$ cat src/hdl/box_blur_3x3_edge_aware_unit_macros.svh
// Assertion helpers, clocked on i_clk and idle during reset.
`ifndef BOX_BLUR_3X3_EDGE_AWARE_UNIT_MACROS_SVH
`define BOX_BLUR_3X3_EDGE_AWARE_UNIT_MACROS_SVH

// Same-cycle implication.
`define BBE_ASSERT_IMP(label, ante, cons, msg) \
    label: assert property (@(posedge i_clk) disable iff (!i_rst_n) (ante) |-> (cons)) \
        else $error(msg);

// Next-cycle implication.
`define BBE_ASSERT_NXT(label, ante, cons, msg) \
    label: assert property (@(posedge i_clk) disable iff (!i_rst_n) (ante) |=> (cons)) \
        else $error(msg);

`endif

$ cat src/hdl/bbe_pkg.sv
`default_nettype none
package bbe_pkg;

    localparam int MAX_WIDTH_DEF  = 1024;
    localparam int MAX_HEIGHT_DEF = 4096;
    localparam int PIX_W          = 8;
    localparam int SUM_W          = 12;
    localparam int CNT_W          = 4;
    localparam int REM_W          = CNT_W + 1;
    localparam int CFG_W_W        = 11;
    localparam int CFG_H_W        = 13;
    localparam int CFG_DATA_W     = 13;
    localparam int CFG_IDX_W      = 2;
    localparam int DIV_STEPS      = 8;

    localparam logic [CFG_IDX_W-1:0] REG_FRAME_WIDTH  = 2'd0;
    localparam logic [CFG_IDX_W-1:0] REG_FRAME_HEIGHT = 2'd1;

    localparam logic OP_PIXEL = 1'b0;
    localparam logic OP_DRAIN = 1'b1;

    // channel 2 red, 1 green, 0 blue
    typedef logic [2:0][PIX_W-1:0] t_rgb;
    typedef logic [2:0][SUM_W-1:0] t_sum3;

    typedef enum logic [3:0] {
        S_IDLE,
        S_PIX_RD,
        S_PIX_WR,
        S_PIX_NEW,
        S_DR_FIRST,
        S_DR_RD,
        S_DR_ACC,
        S_DIV_GO,
        S_DIV,
        S_OUT
    } t_state;

    typedef struct packed {
        logic take;
        logic pix_rd;
        logic pix_wr;
        logic pix_adv;
        logic acc_old;
        logic acc_new;
        logic dr_rd;
        logic dr_acc;
        logic div_start;
        logic out_load;
    } t_cmd;

    typedef struct packed {
        logic draining;
        logic row_start;
        logic new_out;
        logic drain_first;
        logic k_last;
        logic div_done;
        logic out_free;
    } t_stat;

endpackage
`default_nettype wire

$ cat src/hdl/bbe_ctrl.sv
`default_nettype none
module bbe_ctrl import bbe_pkg::*; (
    input  wire logic  i_clk,
    input  wire logic  i_rst_n,
    input  wire logic  i_valid,
    input  wire logic  i_op,
    input  wire t_stat i_stat,
    output t_cmd       o_cmd,
    output logic       o_ready
);

    t_state r_state;
    t_state n_state;

    always_ff @(posedge i_clk) begin
        if (!i_rst_n) begin
            r_state <= S_IDLE;
        end else begin
            r_state <= n_state;
        end
    end

    always_comb begin
        n_state = r_state;
        case (r_state)
            S_IDLE: begin
                if (i_valid) begin
                    if (i_op == OP_PIXEL) begin
                        // drop pixels while draining
                        n_state = i_stat.draining ? S_IDLE : S_PIX_RD;
                    end else if (!i_stat.draining) begin
                        n_state = S_IDLE;
                    end else begin
                        n_state = i_stat.drain_first ? S_DR_FIRST : S_DR_RD;
                    end
                end
            end
            S_PIX_RD:   n_state = S_PIX_WR;
            S_PIX_WR:   n_state = S_PIX_NEW;
            S_PIX_NEW: begin
                n_state = (i_stat.row_start || i_stat.new_out) ? S_DIV_GO : S_IDLE;
            end
            S_DR_FIRST: n_state = S_DIV_GO;
            S_DR_RD:    n_state = S_DR_ACC;
            S_DR_ACC:   n_state = i_stat.k_last ? S_DIV_GO : S_DR_RD;
            S_DIV_GO:   n_state = S_DIV;
            S_DIV:      n_state = i_stat.div_done ? S_OUT : S_DIV;
            S_OUT:      n_state = i_stat.out_free ? S_IDLE : S_OUT;
            default:    n_state = S_IDLE;
        endcase
    end

    always_comb begin
        o_cmd   = '0;
        o_ready = 1'b0;
        case (r_state)
            S_IDLE: begin
                o_ready    = 1'b1;
                o_cmd.take = i_valid;
            end
            S_PIX_RD: begin
                o_cmd.pix_rd  = 1'b1;
                o_cmd.acc_old = i_stat.row_start;
            end
            S_PIX_WR:   o_cmd.pix_wr = 1'b1;
            S_PIX_NEW: begin
                o_cmd.pix_adv = 1'b1;
                o_cmd.acc_new = i_stat.new_out;
            end
            S_DR_FIRST: o_cmd.acc_old = 1'b1;
            S_DR_RD:    o_cmd.dr_rd = 1'b1;
            S_DR_ACC:   o_cmd.dr_acc = 1'b1;
            S_DIV_GO:   o_cmd.div_start = 1'b1;
            S_OUT:      o_cmd.out_load = i_stat.out_free;
            default:    o_cmd = '0;
        endcase
    end

endmodule
`default_nettype wire

$ cat config.mk
export PLATFORM = sky130hd
export DESIGN_NAME = bbe_ctrl
export DESIGN_NICKNAME = d
export VERILOG_FILES = /design/src/hdl/box_blur_3x3_edge_aware_unit_macros.svh /design/src/hdl/bbe_pkg.sv /design/src/hdl/bbe_ctrl.sv
export SDC_FILE = /design/constraint.sdc
export NUM_CORES = 1
export LEC_CHECK = 0
export ABC_AREA = 1
export BUFFER_PORTS_ARGS = -buffer_cell sky130_fd_sc_hd__buf_2
export CAP_MARGIN = 20
export CORE_AREA = 2 2 39 41
export DETAILED_ROUTE_END_ITERATION = 7
export DIE_AREA = 0 0 41 43
export SETUP_SLACK_MARGIN = 0.02
export SKIP_LAST_GASP = 1
export SLEW_MARGIN = 20
export SYNTH_ARGS = -nofsm -noshare
export SYNTH_HDL_FRONTEND = slang
export SYNTH_SLANG_ARGS = --single-unit
$ cat constraint.sdc
create_clock -name i_clk -period 2.2 [get_ports i_clk]
set_input_delay 0.44 -clock i_clk [delete_from_list [all_inputs] [get_ports i_clk]]
set_output_delay 0.44 -clock i_clk [all_outputs]
set_load 0.03 [all_outputs]
==> results of run 1 <==
-- final cells by class --
type	instances	area, sq um	share of cell area (%)
inverter	16	60.1	11.0
tap	16	20.0	3.65
clock buffer	3	22.5	4.11
multi-input combinational	50	260	47.5
sequential	4	80.1	14.6
timing repair buffer	21	105	19.2
-- worst min-delay path: stages --
cell and delay [ns]:
sky130_fd_sc_hd__buf_2 0.08, sky130_fd_sc_hd__inv_1 0.05, sky130_fd_sc_hd__nor2_1 0.08
-- per-layer routing --
| metal | wire length [microns] | global-route usage (%) |
|---|---|---|
| met4 | 27 | 10.0 |
| met1 | 426 | 16.1 |
| met5 | 0 | 0 |
| met2 | 494 | 20.9 |
| met3 | 45 | 3.14 |
-- cell usage in the layout, fill, tap and decap left out --
cell type,count
sky130_fd_sc_hd__nand2_4,1
sky130_fd_sc_hd__nand4_1,2
sky130_fd_sc_hd__nor4_1,1
sky130_fd_sc_hd__nor3b_1,1
sky130_fd_sc_hd__a21oi_1,3
sky130_fd_sc_hd__inv_1,12
sky130_fd_sc_hd__nand3_1,5
sky130_fd_sc_hd__nor2_1,13
sky130_fd_sc_hd__or2_2,1
sky130_fd_sc_hd__o21ai_0,1
sky130_fd_sc_hd__o21ai_1,1
sky130_fd_sc_hd__nor2_4,1
sky130_fd_sc_hd__inv_2,3
sky130_fd_sc_hd__nand3_2,3
sky130_fd_sc_hd__nand2_1,12
sky130_fd_sc_hd__buf_2,21
sky130_fd_sc_hd__nor2_2,2
sky130_fd_sc_hd__dfxtp_1,4
sky130_fd_sc_hd__nand2_2,3
sky130_fd_sc_hd__clkinv_1,1
sky130_fd_sc_hd__clkbuf_4,3
-- where the power goes --
part	internal, mW	switching (mW)	leakage (nW)	total (mW)
clock network	0.0611	0.0313	0.0138	0.0924
logic	0.108	0.251	0.301	0.359
registers	0.0911	0.0306	0.0326	0.122
total	0.260	0.313	0.347	0.573
-- worst paths after layout --
check | startpoint | to | slack [ns] | depth (start not counted)
worst min-delay path | i_rst_n | r_state[1] | 0.45 | 3
worst max register to register | r_state[3] | r_state[0] | 1.11 | 7
worst max-delay path | r_state[1] | o_cmd[5] | 0.47 | 6
worst min register to register | r_state[0] | r_state[3] | 0.71 | 4
-- metrics by stage --
stage	hold slack (ns)	power (mW)	utilization, %	cells	setup slack (ns)
CTS	0.457	0.575	39.6	110	0.484
detailed placement	0.700	0.483	38.0	107	0.733
global route	0.464	0.628	39.6	110	0.350
global placement	0.688	0.479	38.0	107	0.733
finish	0.455	0.573	39.6	110	0.475
floorplan	0.572	0.393	-	70	0.325
-- kinds of logic (layout without fill, tap and decap cells) --
logic type / after synthesis / in the layout
compound gates: 5 / 5
buf+inv: 16 / 40
simple gates: 45 / 45
flops: 4 / 4
==> results summary, run 1 <==
After Yosys synthesis, and, or, nand and nor cells account for 58.8% of the synthesized area. The launching element type of the critical path is a flop. The class of the most critical setup path is flop to output pin. The setup TNS came out at 0 ns. In this run the number of H-tree levels came out at 1. The area of the die is 1760 sq um. The clock-pin slew reported for the worst setup and hold paths after clock tree synthesis came out at 0.04 ns. After synthesis, the share of flip-flops with an asynchronous set or reset is 0%.

The worst clock skew is 0.00355 ns. The count of boundary I/O pins is 22. The clock drives 4 sinks. In the final layout, the registers with the most flip-flops are r_state (4).

After global routing the overflow that remains totals 0. Yosys instantiated no cell more often than sky130_fd_sc_hd__nor2_1. Sorting the synthesized cells by area gives the leading types as sky130_fd_sc_hd__dfxtp_1, sky130_fd_sc_hd__nor2_1, sky130_fd_sc_hd__inv_1. STA puts the critical path data arrival time at 1.29 ns.

The number of flip-flops under the largest register name came out at 4. The xor/xnor share of the synthesized area came out at 0%. The final critical path takes up 78.4% of the cycle. The average wire per standard cell is 9.03 microns. Setup repair after global routing left no endpoint under its margin.

The number of nets with antenna violations after routing came out at 0. For this run, the leading register cell type out of synthesis is sky130_fd_sc_hd__dfxtp_1. The detail-routed via count per cell is 4.56.

During placement, the flow inserted port buffers numbering 21. The endpoint type of the worst setup path is an output pin. The transition time of the tightest slew-check pin came out at 0.239 ns. The DRC violation total after the first TritonRoute iteration came out at 3. The net count after synthesis came out at 81. The total power per unit cell area came out at 1040 nW/um^2.

The static leakage power is 0.347 nW. The largest net degree at the start of global routing came out at 8. Derived from the worst setup path, the maximum achievable clock frequency is 580 MHz. The clock period minus worst slack came out at 1.73 ns. The initial standard-cell utilization of the core is 28.9%. The die is 41 microns wide. The worst hold path belongs to the class input pin to flop. The post-route cell area is 548 sq um. Summed over all layers, the routed wires come to 993 microns. The TritonCTS clock tree is yes.

The number of setup buffers added after CTS is 0. The peak supply drop is 0.346 mV. The post-placement cell area is 526 sq um. The overall global routing resource usage came out at 13.9%.

The quantity of gates resized following cts is 0. By area, the combinational part of the netlist is dominated by simple AND/OR/NAND/NOR gates. The synthesized netlist devotes 6.25% of its cell area to compound gates. The placeable core region is 1380 sq um.

The mapped cell area is 400 sq um. The largest driver fanout on the critical path came out at 7. The number of instances in the synthesized netlist came out at 70. In this run, synthesis inferred 0 flip-flops with an integrated enable.

The max-slew violation count is 0. The share of layout cells above drive strength 1 is 40.4%. Clock tree synthesis selected as its root buffer the cell sky130_fd_sc_hd__clkbuf_4.

The die boundary height is 43 microns. By count the netlist is led by sky130_fd_sc_hd__nor2_1, sky130_fd_sc_hd__inv_1, sky130_fd_sc_hd__nand2_1, sky130_fd_sc_hd__nand3_1, sky130_fd_sc_hd__dfxtp_1. The HPWL after detailed placement is 832 microns.

The delay contributed by the slowest stage of the critical path came out at 0.36 ns. The slowest stage of the critical path belongs to the cell sky130_fd_sc_hd__dfxtp_1. Hold repair after CTS inserted 0 buffers.

The hold violation total from the final report came out at 0. The layout-stage area growth over the synthesis result is 36.9%. The count of different cell masters after synthesis is 19. Walking the worst path, the cells encountered are inv_2 > nand2_2 > nor2_2 > nand2_1 > o21ai_0 > buf_2. The number of antenna violations at the first check in global routing is 0. The mux cell area share after synthesis came out at 0%. The weighted congestion at the end of routability-driven global placement came out at 0.691.

The flow ran to the end, and the final reports show no timing, DRC or antenna violations. A synthesized cell averages 5.72 sq um. At the worst endpoint, the required time is 1.76 ns. The antenna diode count came out at 0. The number of endpoints failing setup at the final stage is 0. TritonCTS created 3 clock buffers. The number of nets in the layout came out at 107.

The max-slew headroom at the worst pin came out at 84.0%. On the critical path the largest part of the delay comes from flip-flops. The number of buffers between clock root and the deepest sink came out at 2. The top cell type by area accounts for 20.0% of the synthesized area. The top register by number of flip-flops is r_state.

The filler cell count is 167. The routed layout has 502 vias. The DRC violation count after routing came out at 0. The number of buffer and inverter stages on the critical path came out at 2. Summing the areas of all fa, ha and maj instances in the mapped netlist gives 0% of the synthesized area.

The number of detailed-route iterations in the first pass came out at 4. The number of global-route vias before repair is 466. The synthesized design spends more area on one cell type than any other, namely sky130_fd_sc_hd__dfxtp_1. The total of flip-flops plus latches after synthesis is 4. The later pin in the worst-skew pair is clocked with a latency of 0.24 ns.

Sequential cells were found to cover 20.0% of the synthesized design area. The number of warnings printed during yosys synthesis came out at 0. The first global-routing pass estimated 1660 microns of wire.

The number of max-cap violations came out at 0. The total number of placement rows is 14.
(Power assumes the default switching activity.)
==> run 2: changes to the inputs <==
==> constraint.sdc (replaced) <==
create_clock -name i_clk -period 1.6 [get_ports i_clk]
set_input_delay 0.32 -clock i_clk [delete_from_list [all_inputs] [get_ports i_clk]]
set_output_delay 0.32 -clock i_clk [all_outputs]
set_load 0.03 [all_outputs]
==> results summary, run 2 (same netlist as run 1, synthesis figures left out) <==
The peak supply drop came to 0.476 mV (was 0.346 mV). The antenna diode count is 0 (unchanged). The class of the most critical setup path was flop to output pin (unchanged). The worst reg-to-reg path cell count came out at 7 (unchanged). The count of clock tree sinks is 4 (unchanged). The worst clock skew came out at 0.000529 ns (was 0.00355 ns). The minimum setup slack among reg-to-reg paths came out at 0.55 ns (was 1.11 ns). The data required time at the worst endpoint is 1.28 ns (was 1.76 ns). The area of the die is 1760 sq um (unchanged). The met1 track utilization from global routing was 15.5% (was 16.1%). The met3 demand-to-capacity share in global routing was 3.14% (unchanged). The path type of the worst min-delay path is input pin to flop (unchanged).

The total number of placement rows came out at 14 (unchanged). The clock-pin slew reported for the worst setup and hold paths after clock tree synthesis came to 0.03 ns (was 0.04 ns). The count of boundary I/O pins came to 22 (unchanged). The commonest non-fill, non-tap cell in the layout is sky130_fd_sc_hd__buf_2 (unchanged). The number of max-cap violations came to 0 (unchanged). The TritonCTS clock tree was yes (unchanged). The total power per unit cell area came out at 1390 nW/um^2 (was 1040 nW/um^2). The initial standard-cell utilization of the core is 28.9% (unchanged). The layout-stage area growth over the synthesis result came to 49.4% (was 36.9%). The busiest layer in global routing is met2 (unchanged). The setup TNS came out at 0 ns (unchanged).

The number of flip-flops under the largest register name came out at 4 (unchanged). The number of buffers between clock root and the deepest sink is 2 (unchanged). The final wirelength came out at 988 microns (was 993 microns). The met2 layer usage reported by global route was 21.9% (was 20.9%). The period utilization is 92.2%. The placeable core region came to 1380 sq um (unchanged). The static leakage power was 0.360 nW (was 0.347 nW). The remaining global-route overflow is 0 (unchanged). RSZ-0062 raised after global routing: false (unchanged). The total number of vias came to 482 (was 502). The cell depth of the worst min-delay path came to 3 (unchanged).

The post-placement cell area came out at 537 sq um (was 526 sq um). The transition time of the tightest slew-check pin is 0.220 ns (was 0.239 ns). The number of buffers created by CTS is 3 (unchanged).

The startpoint of the lowest-slack register-to-register path was r_state[3] (unchanged). The die boundary height is 43 microns (unchanged). For this run, the top clock speed supported by timing is 678 MHz. The critical path data arrival time is 1.16 ns (was 1.29 ns). The number of antenna violations at the first check in global routing is 0 (unchanged). The CTS H-tree depth is 1 (unchanged).

The startpoint of the worst hold path is i_rst_n (unchanged). The pre-CTS setup slack is 0.192 ns (was 0.733 ns). The max-slew violation count is 0 (unchanged). The average wire per standard cell came out at 8.90 microns (was 9.03 microns).

The number of endpoints failing setup at the final stage came out at 0 (unchanged). The share of layout cells above drive strength 1 came to 47.4% (was 40.4%). The count of placed standard cells including taps came out at 107 (unchanged). The number of nets in the layout came out at 108 (was 107). The reg-to-reg endpoint is r_state[0] (unchanged).

The clock period minus worst slack came out at 1.48 ns. The hold violation total from the final report came out at 0 (unchanged). The DRC violation count after routing is 0 (unchanged). The filler cell count is 144 (was 167). The number of nets with antenna violations after routing was 0 (unchanged). Outcome: complete, no violations (unchanged). The detail-routed via count per cell came out at 4.34 (was 4.56). Registers with the highest flip-flop counts: r_state (4) (unchanged).

The endpoint of the worst hold-timing path is r_state[1] (unchanged). The global-route wire length before repair is 1630 microns (was 1660 microns). The weighted congestion at the end of routability-driven global placement came out at 0.726 (was 0.691). The final core utilization came out at 43.2% (was 39.6%).

The endpoint type of the worst setup path is an output pin (unchanged). Most used cells in the layout excluding fill and tap cells: sky130_fd_sc_hd__buf_2, sky130_fd_sc_hd__nor2_1, sky130_fd_sc_hd__inv_1 (was sky130_fd_sc_hd__buf_2, sky130_fd_sc_hd__nor2_1, sky130_fd_sc_hd__inv_1, sky130_fd_sc_hd__nand2_1, sky130_fd_sc_hd__nand3_1). The number of buffers added on ports is 21 (unchanged). The buffer type at the clock tree root is sky130_fd_sc_hd__clkbuf_4 (unchanged). The largest net degree at the start of global routing is 8 (unchanged). The number of global-route vias before repair is 432 (was 466). The post-route non-filler standard cell count came to 111 (was 110). The worst-case setup margin in the final layout was 0.125 ns (was 0.475 ns). The max-slew headroom at the worst pin is 85.3% (was 84.0%). The largest driver fanout on the critical path was 7 (unchanged). The top register by number of flip-flops is r_state (unchanged). The detailed-placement wirelength estimate is 822 microns (was 832 microns). The clock latency on the worst-skew pair came out at 0.23 ns (was 0.24 ns). The launching element type of the critical path is a flop (unchanged). The DRC violation total after the first TritonRoute iteration is 2 (was 3).

The die outline width is 41 microns (unchanged). The post-route cell area is 598 sq um (was 548 sq um). The number of detailed-route iterations in the first pass is 4 (unchanged).

The overall global routing resource usage is 13.7% (was 13.9%). The worst hold slack came to 0.341 ns (was 0.455 ns). The total power was 829 uW (was 573 uW).
## run 2: layout make-up
type                    instances  area, sq um  area share, %
clock buffers                   3         22.5           3.77
inverters                      16         65.1           10.9
multi-input cells              50          289           48.3
flip-flops and latches          4         83.8           14.0
well taps                      16         20.0           3.35
repair buffers                 22          118           19.7
## run 2: report_power, final
| group | internal [mW] | switching [mW] | total, mW |
|---|---|---|---|
| sequential | 0.131 | 0.0555 | 0.187 |
| combinational | 0.168 | 0.355 | 0.523 |
| clock | 0.0835 | 0.0359 | 0.119 |
| total | 0.382 | 0.447 | 0.829 |
## run 2: how the worst max path moves through the flow
stage / cells after the start / endpoint / slack, ns / startpoint
4_1_cts: 6 / o_cmd[5] / 0.03 / r_state[1]
3_3_place_gp: 6 / o_cmd[5] / 0.20 / r_state[1]
5_1_grt: 6 / o_cmd[2] / 0.03 / r_state[3]
3_5_place_dp: 6 / o_cmd[5] / 0.19 / r_state[1]
2_1_floorplan: 5 / o_cmd[5] / 0.01 / r_state[1]
6_report: 4 / o_cmd[9] / 0.12 / r_state[1]
## run 2: metal layers
layer	share of wire (%)	up-vias
li1	-	265
met5	0	-
met3	3.4	2
met1	43	206
met2	52	9
met4	1.4	0
## run 2: worst max-delay path: stages, from the launching register on
cell and delay (ns):
sky130_fd_sc_hd__dfxtp_2 0.36, sky130_fd_sc_hd__nor2_1 0.17, sky130_fd_sc_hd__nand2_1 0.11, sky130_fd_sc_hd__nor2_1 0.09, sky130_fd_sc_hd__buf_2 0.20
## run 2: repair_timing
item / 4_1_cts / 5_1_grt
endpoints found under the setup margin: 2 / 2
gates resized for setup: 3 / 9
hold buffers: 0 / 0
setup buffers: 0 / 1
pin swaps: 0 / 0
hold endpoints to repair: 0 / 0
==> run 3: changes to the inputs <==
--- a/config.mk
+++ b/config.mk
@@ -11,6 +11,7 @@
 export CORE_AREA = 2 2 39 41
 export DETAILED_ROUTE_END_ITERATION = 7
 export DIE_AREA = 0 0 41 43
+export PLACE_DENSITY = 0.56
 export SETUP_SLACK_MARGIN = 0.02
 export SKIP_LAST_GASP = 1
 export SLEW_MARGIN = 20
==> results summary, run 3 (same netlist as run 1, synthesis figures left out) <==
The number of nets with antenna violations after routing is 0 (unchanged). The minimum setup slack among reg-to-reg paths is 0.54 ns (was 0.55 ns). The total power is 831 uW (was 829 uW). The antenna diode count is 0 (unchanged). The average wire per standard cell is 9.04 microns (was 8.90 microns). The number of global-route vias before repair is 452 (was 432).

The largest driver fanout on the critical path came out at 7 (unchanged). The number of antenna violations at the first check in global routing is 0 (unchanged). The endpoint type of the worst setup path is an output pin (unchanged). The number of buffers created by CTS came out at 3 (unchanged). The clock-pin slew reported for the worst setup and hold paths after clock tree synthesis came out at 0.04 ns (was 0.03 ns).

The worst reg-to-reg path cell count came out at 7 (unchanged). The cell depth of the worst min-delay path is 3 (unchanged). The transition time of the tightest slew-check pin is 0.204 ns (was 0.220 ns). The remaining global-route overflow came out at 0 (unchanged). The total power per unit cell area was 1420 nW/um^2 (was 1390 nW/um^2). The peak supply drop is 0.624 mV (was 0.476 mV).

The commonest non-fill, non-tap cell in the layout was sky130_fd_sc_hd__buf_2 (unchanged). The total number of vias came to 499 (was 482). The overall global routing resource usage is 13.5% (was 13.7%). The static leakage power came out at 0.353 nW (was 0.360 nW). The worst clock skew is 0.00107 ns (was 0.000529 ns).

The number of detailed-route iterations in the first pass is 4 (unchanged). The top register by number of flip-flops is r_state (unchanged). The number of flip-flops under the largest register name came out at 4 (unchanged).

The total number of placement rows is 14 (unchanged). The buffer type at the clock tree root is sky130_fd_sc_hd__clkbuf_4 (unchanged). The number of buffers added on ports is 21 (unchanged).

The die boundary height is 43 microns (unchanged). The CTS H-tree depth came out at 1 (unchanged). The data required time at the worst endpoint is 1.28 ns (about the same). The critical path data arrival time came to 1.19 ns (was 1.16 ns). The period utilization is 94.6% (was 92.2%). The count of clock tree sinks came out at 4 (unchanged). The class of the most critical setup path was flop to output pin (unchanged). The initial standard-cell utilization of the core came out at 28.9% (unchanged). The area of the die is 1760 sq um (unchanged). The count of boundary I/O pins is 22 (unchanged). The share of layout cells above drive strength 1 came out at 47.9% (was 47.4%). The post-route non-filler standard cell count is 110 (was 111).

The filler cell count came out at 162 (was 144). The timing-limited maximum frequency is 661 MHz (was 678 MHz). The final wirelength is 994 microns (was 988 microns). The number of hold buffers added after CTS is 0 (unchanged). The layout-stage area growth over the synthesis result came to 46.3% (was 49.4%). RSZ-0062 raised after global routing: false (unchanged). The DRC violation count after routing came out at 0 (unchanged). The largest net degree at the start of global routing is 8 (unchanged).

The number of nets in the layout was 107 (was 108). The max-slew headroom at the worst pin is 86.3% (was 85.3%). The launching element type of the critical path is a flop (unchanged). Registers with the highest flip-flop counts: r_state (4) (unchanged). The global-route wire length before repair came out at 1610 microns (was 1630 microns).

The pre-CTS setup slack is 0.221 ns (was 0.192 ns). The placeable core region is 1380 sq um (unchanged). The number of max-cap violations came to 0 (unchanged). Most used cells in the layout excluding fill and tap cells: sky130_fd_sc_hd__buf_2, sky130_fd_sc_hd__nor2_1, sky130_fd_sc_hd__inv_1 (unchanged). The clock period minus worst slack came out at 1.51 ns (was 1.48 ns). The die outline width is 41 microns (unchanged).

The weighted congestion at the end of routability-driven global placement came out at 0.762 (was 0.726). The clock latency on the worst-skew pair was 0.23 ns (about the same). The TritonCTS clock tree was yes (unchanged).

The detail-routed via count per cell is 4.54 (was 4.34). The setup TNS is 0 ns (unchanged). The worst-case setup margin in the final layout came out at 0.0868 ns (was 0.125 ns). The DRC violation total after the first TritonRoute iteration was 5 (was 2).

The count of placed standard cells including taps is 107 (unchanged). The number of endpoints failing setup at the final stage came out at 0 (unchanged). The number of buffers between clock root and the deepest sink is 2 (unchanged).

The hold violation total from the final report was 0 (unchanged). The detailed-placement wirelength estimate came out at 848 microns (was 822 microns). The max-slew violation count came out at 0 (unchanged). The path type of the worst min-delay path is input pin to flop (unchanged). Outcome: complete, no violations (unchanged).
run 3: cell count changes in the layout (fill, tap and decap cells not counted), sizes merged:
cell,delta
clkbuf,+1
buf,-2
run 3: final cells by class:
type	count	area, sq um	area share (%)
multi-input cells	50	289	49.4
clock buffers	3	22.5	3.85
flip-flops and latches	4	83.8	14.3
well taps	16	20.0	3.42
inverters	16	60.1	10.3
repair buffers	21	110	18.8
run 3: per-stage QoR:
stage | util (%) | hold WS, ns | cell area (sq um)
after floorplan | - | 0.452 | 412
after global placement | 38.8 | 0.579 | 537
after detailed placement | 38.8 | 0.601 | 537
after CTS | 40.7 | 0.351 | 563
after global routing | 42.3 | 0.362 | 586
final | 42.3 | 0.350 | 586
run 3: layer usage:
| layer | up-vias | part of all wire, % | global-route usage (%) |
|---|---|---|---|
| met5 | - | 0 | 0 |
| met2 | 17 | 51 | 20.9 |
| met4 | 0 | 1.1 | 10.0 |
| met3 | 2 | 7.4 | 1.57 |
| met1 | 213 | 40 | 16.0 |
| li1 | 267 | - | - |
run 3: repair_timing:
item                                    4_1_cts  5_1_grt
cloned                                        0        0
setup buffers                                 0        0
resized for setup                             2        7
endpoints found under the setup margin        1        3
run 3: power breakdown:
part | internal [mW] | switching [mW] | leakage, nW
Combinational | 0.166 | 0.361 | 0.306
Clock | 0.0837 | 0.0380 | 0.0138
Sequential | 0.131 | 0.0513 | 0.0339
run 3: path summary, 6_finish.rpt:
kind | startpoint | to
worst min-delay path | i_rst_n | r_state[3]
worst max-delay path | r_state[1] | o_cmd[5]
worst min register to register | r_state[2] | r_state[3]
worst max register to register | r_state[3] | r_state[0]
run 3: critical path, cell delays in order (launching register included):
cell and delay [ns]:
sky130_fd_sc_hd__dfxtp_2 0.36, sky130_fd_sc_hd__inv_2 0.11, sky130_fd_sc_hd__nand2_4 0.08, sky130_fd_sc_hd__nor2_4 0.12, sky130_fd_sc_hd__nand2_1 0.05, sky130_fd_sc_hd__o21ai_0 0.07, sky130_fd_sc_hd__buf_4 0.18
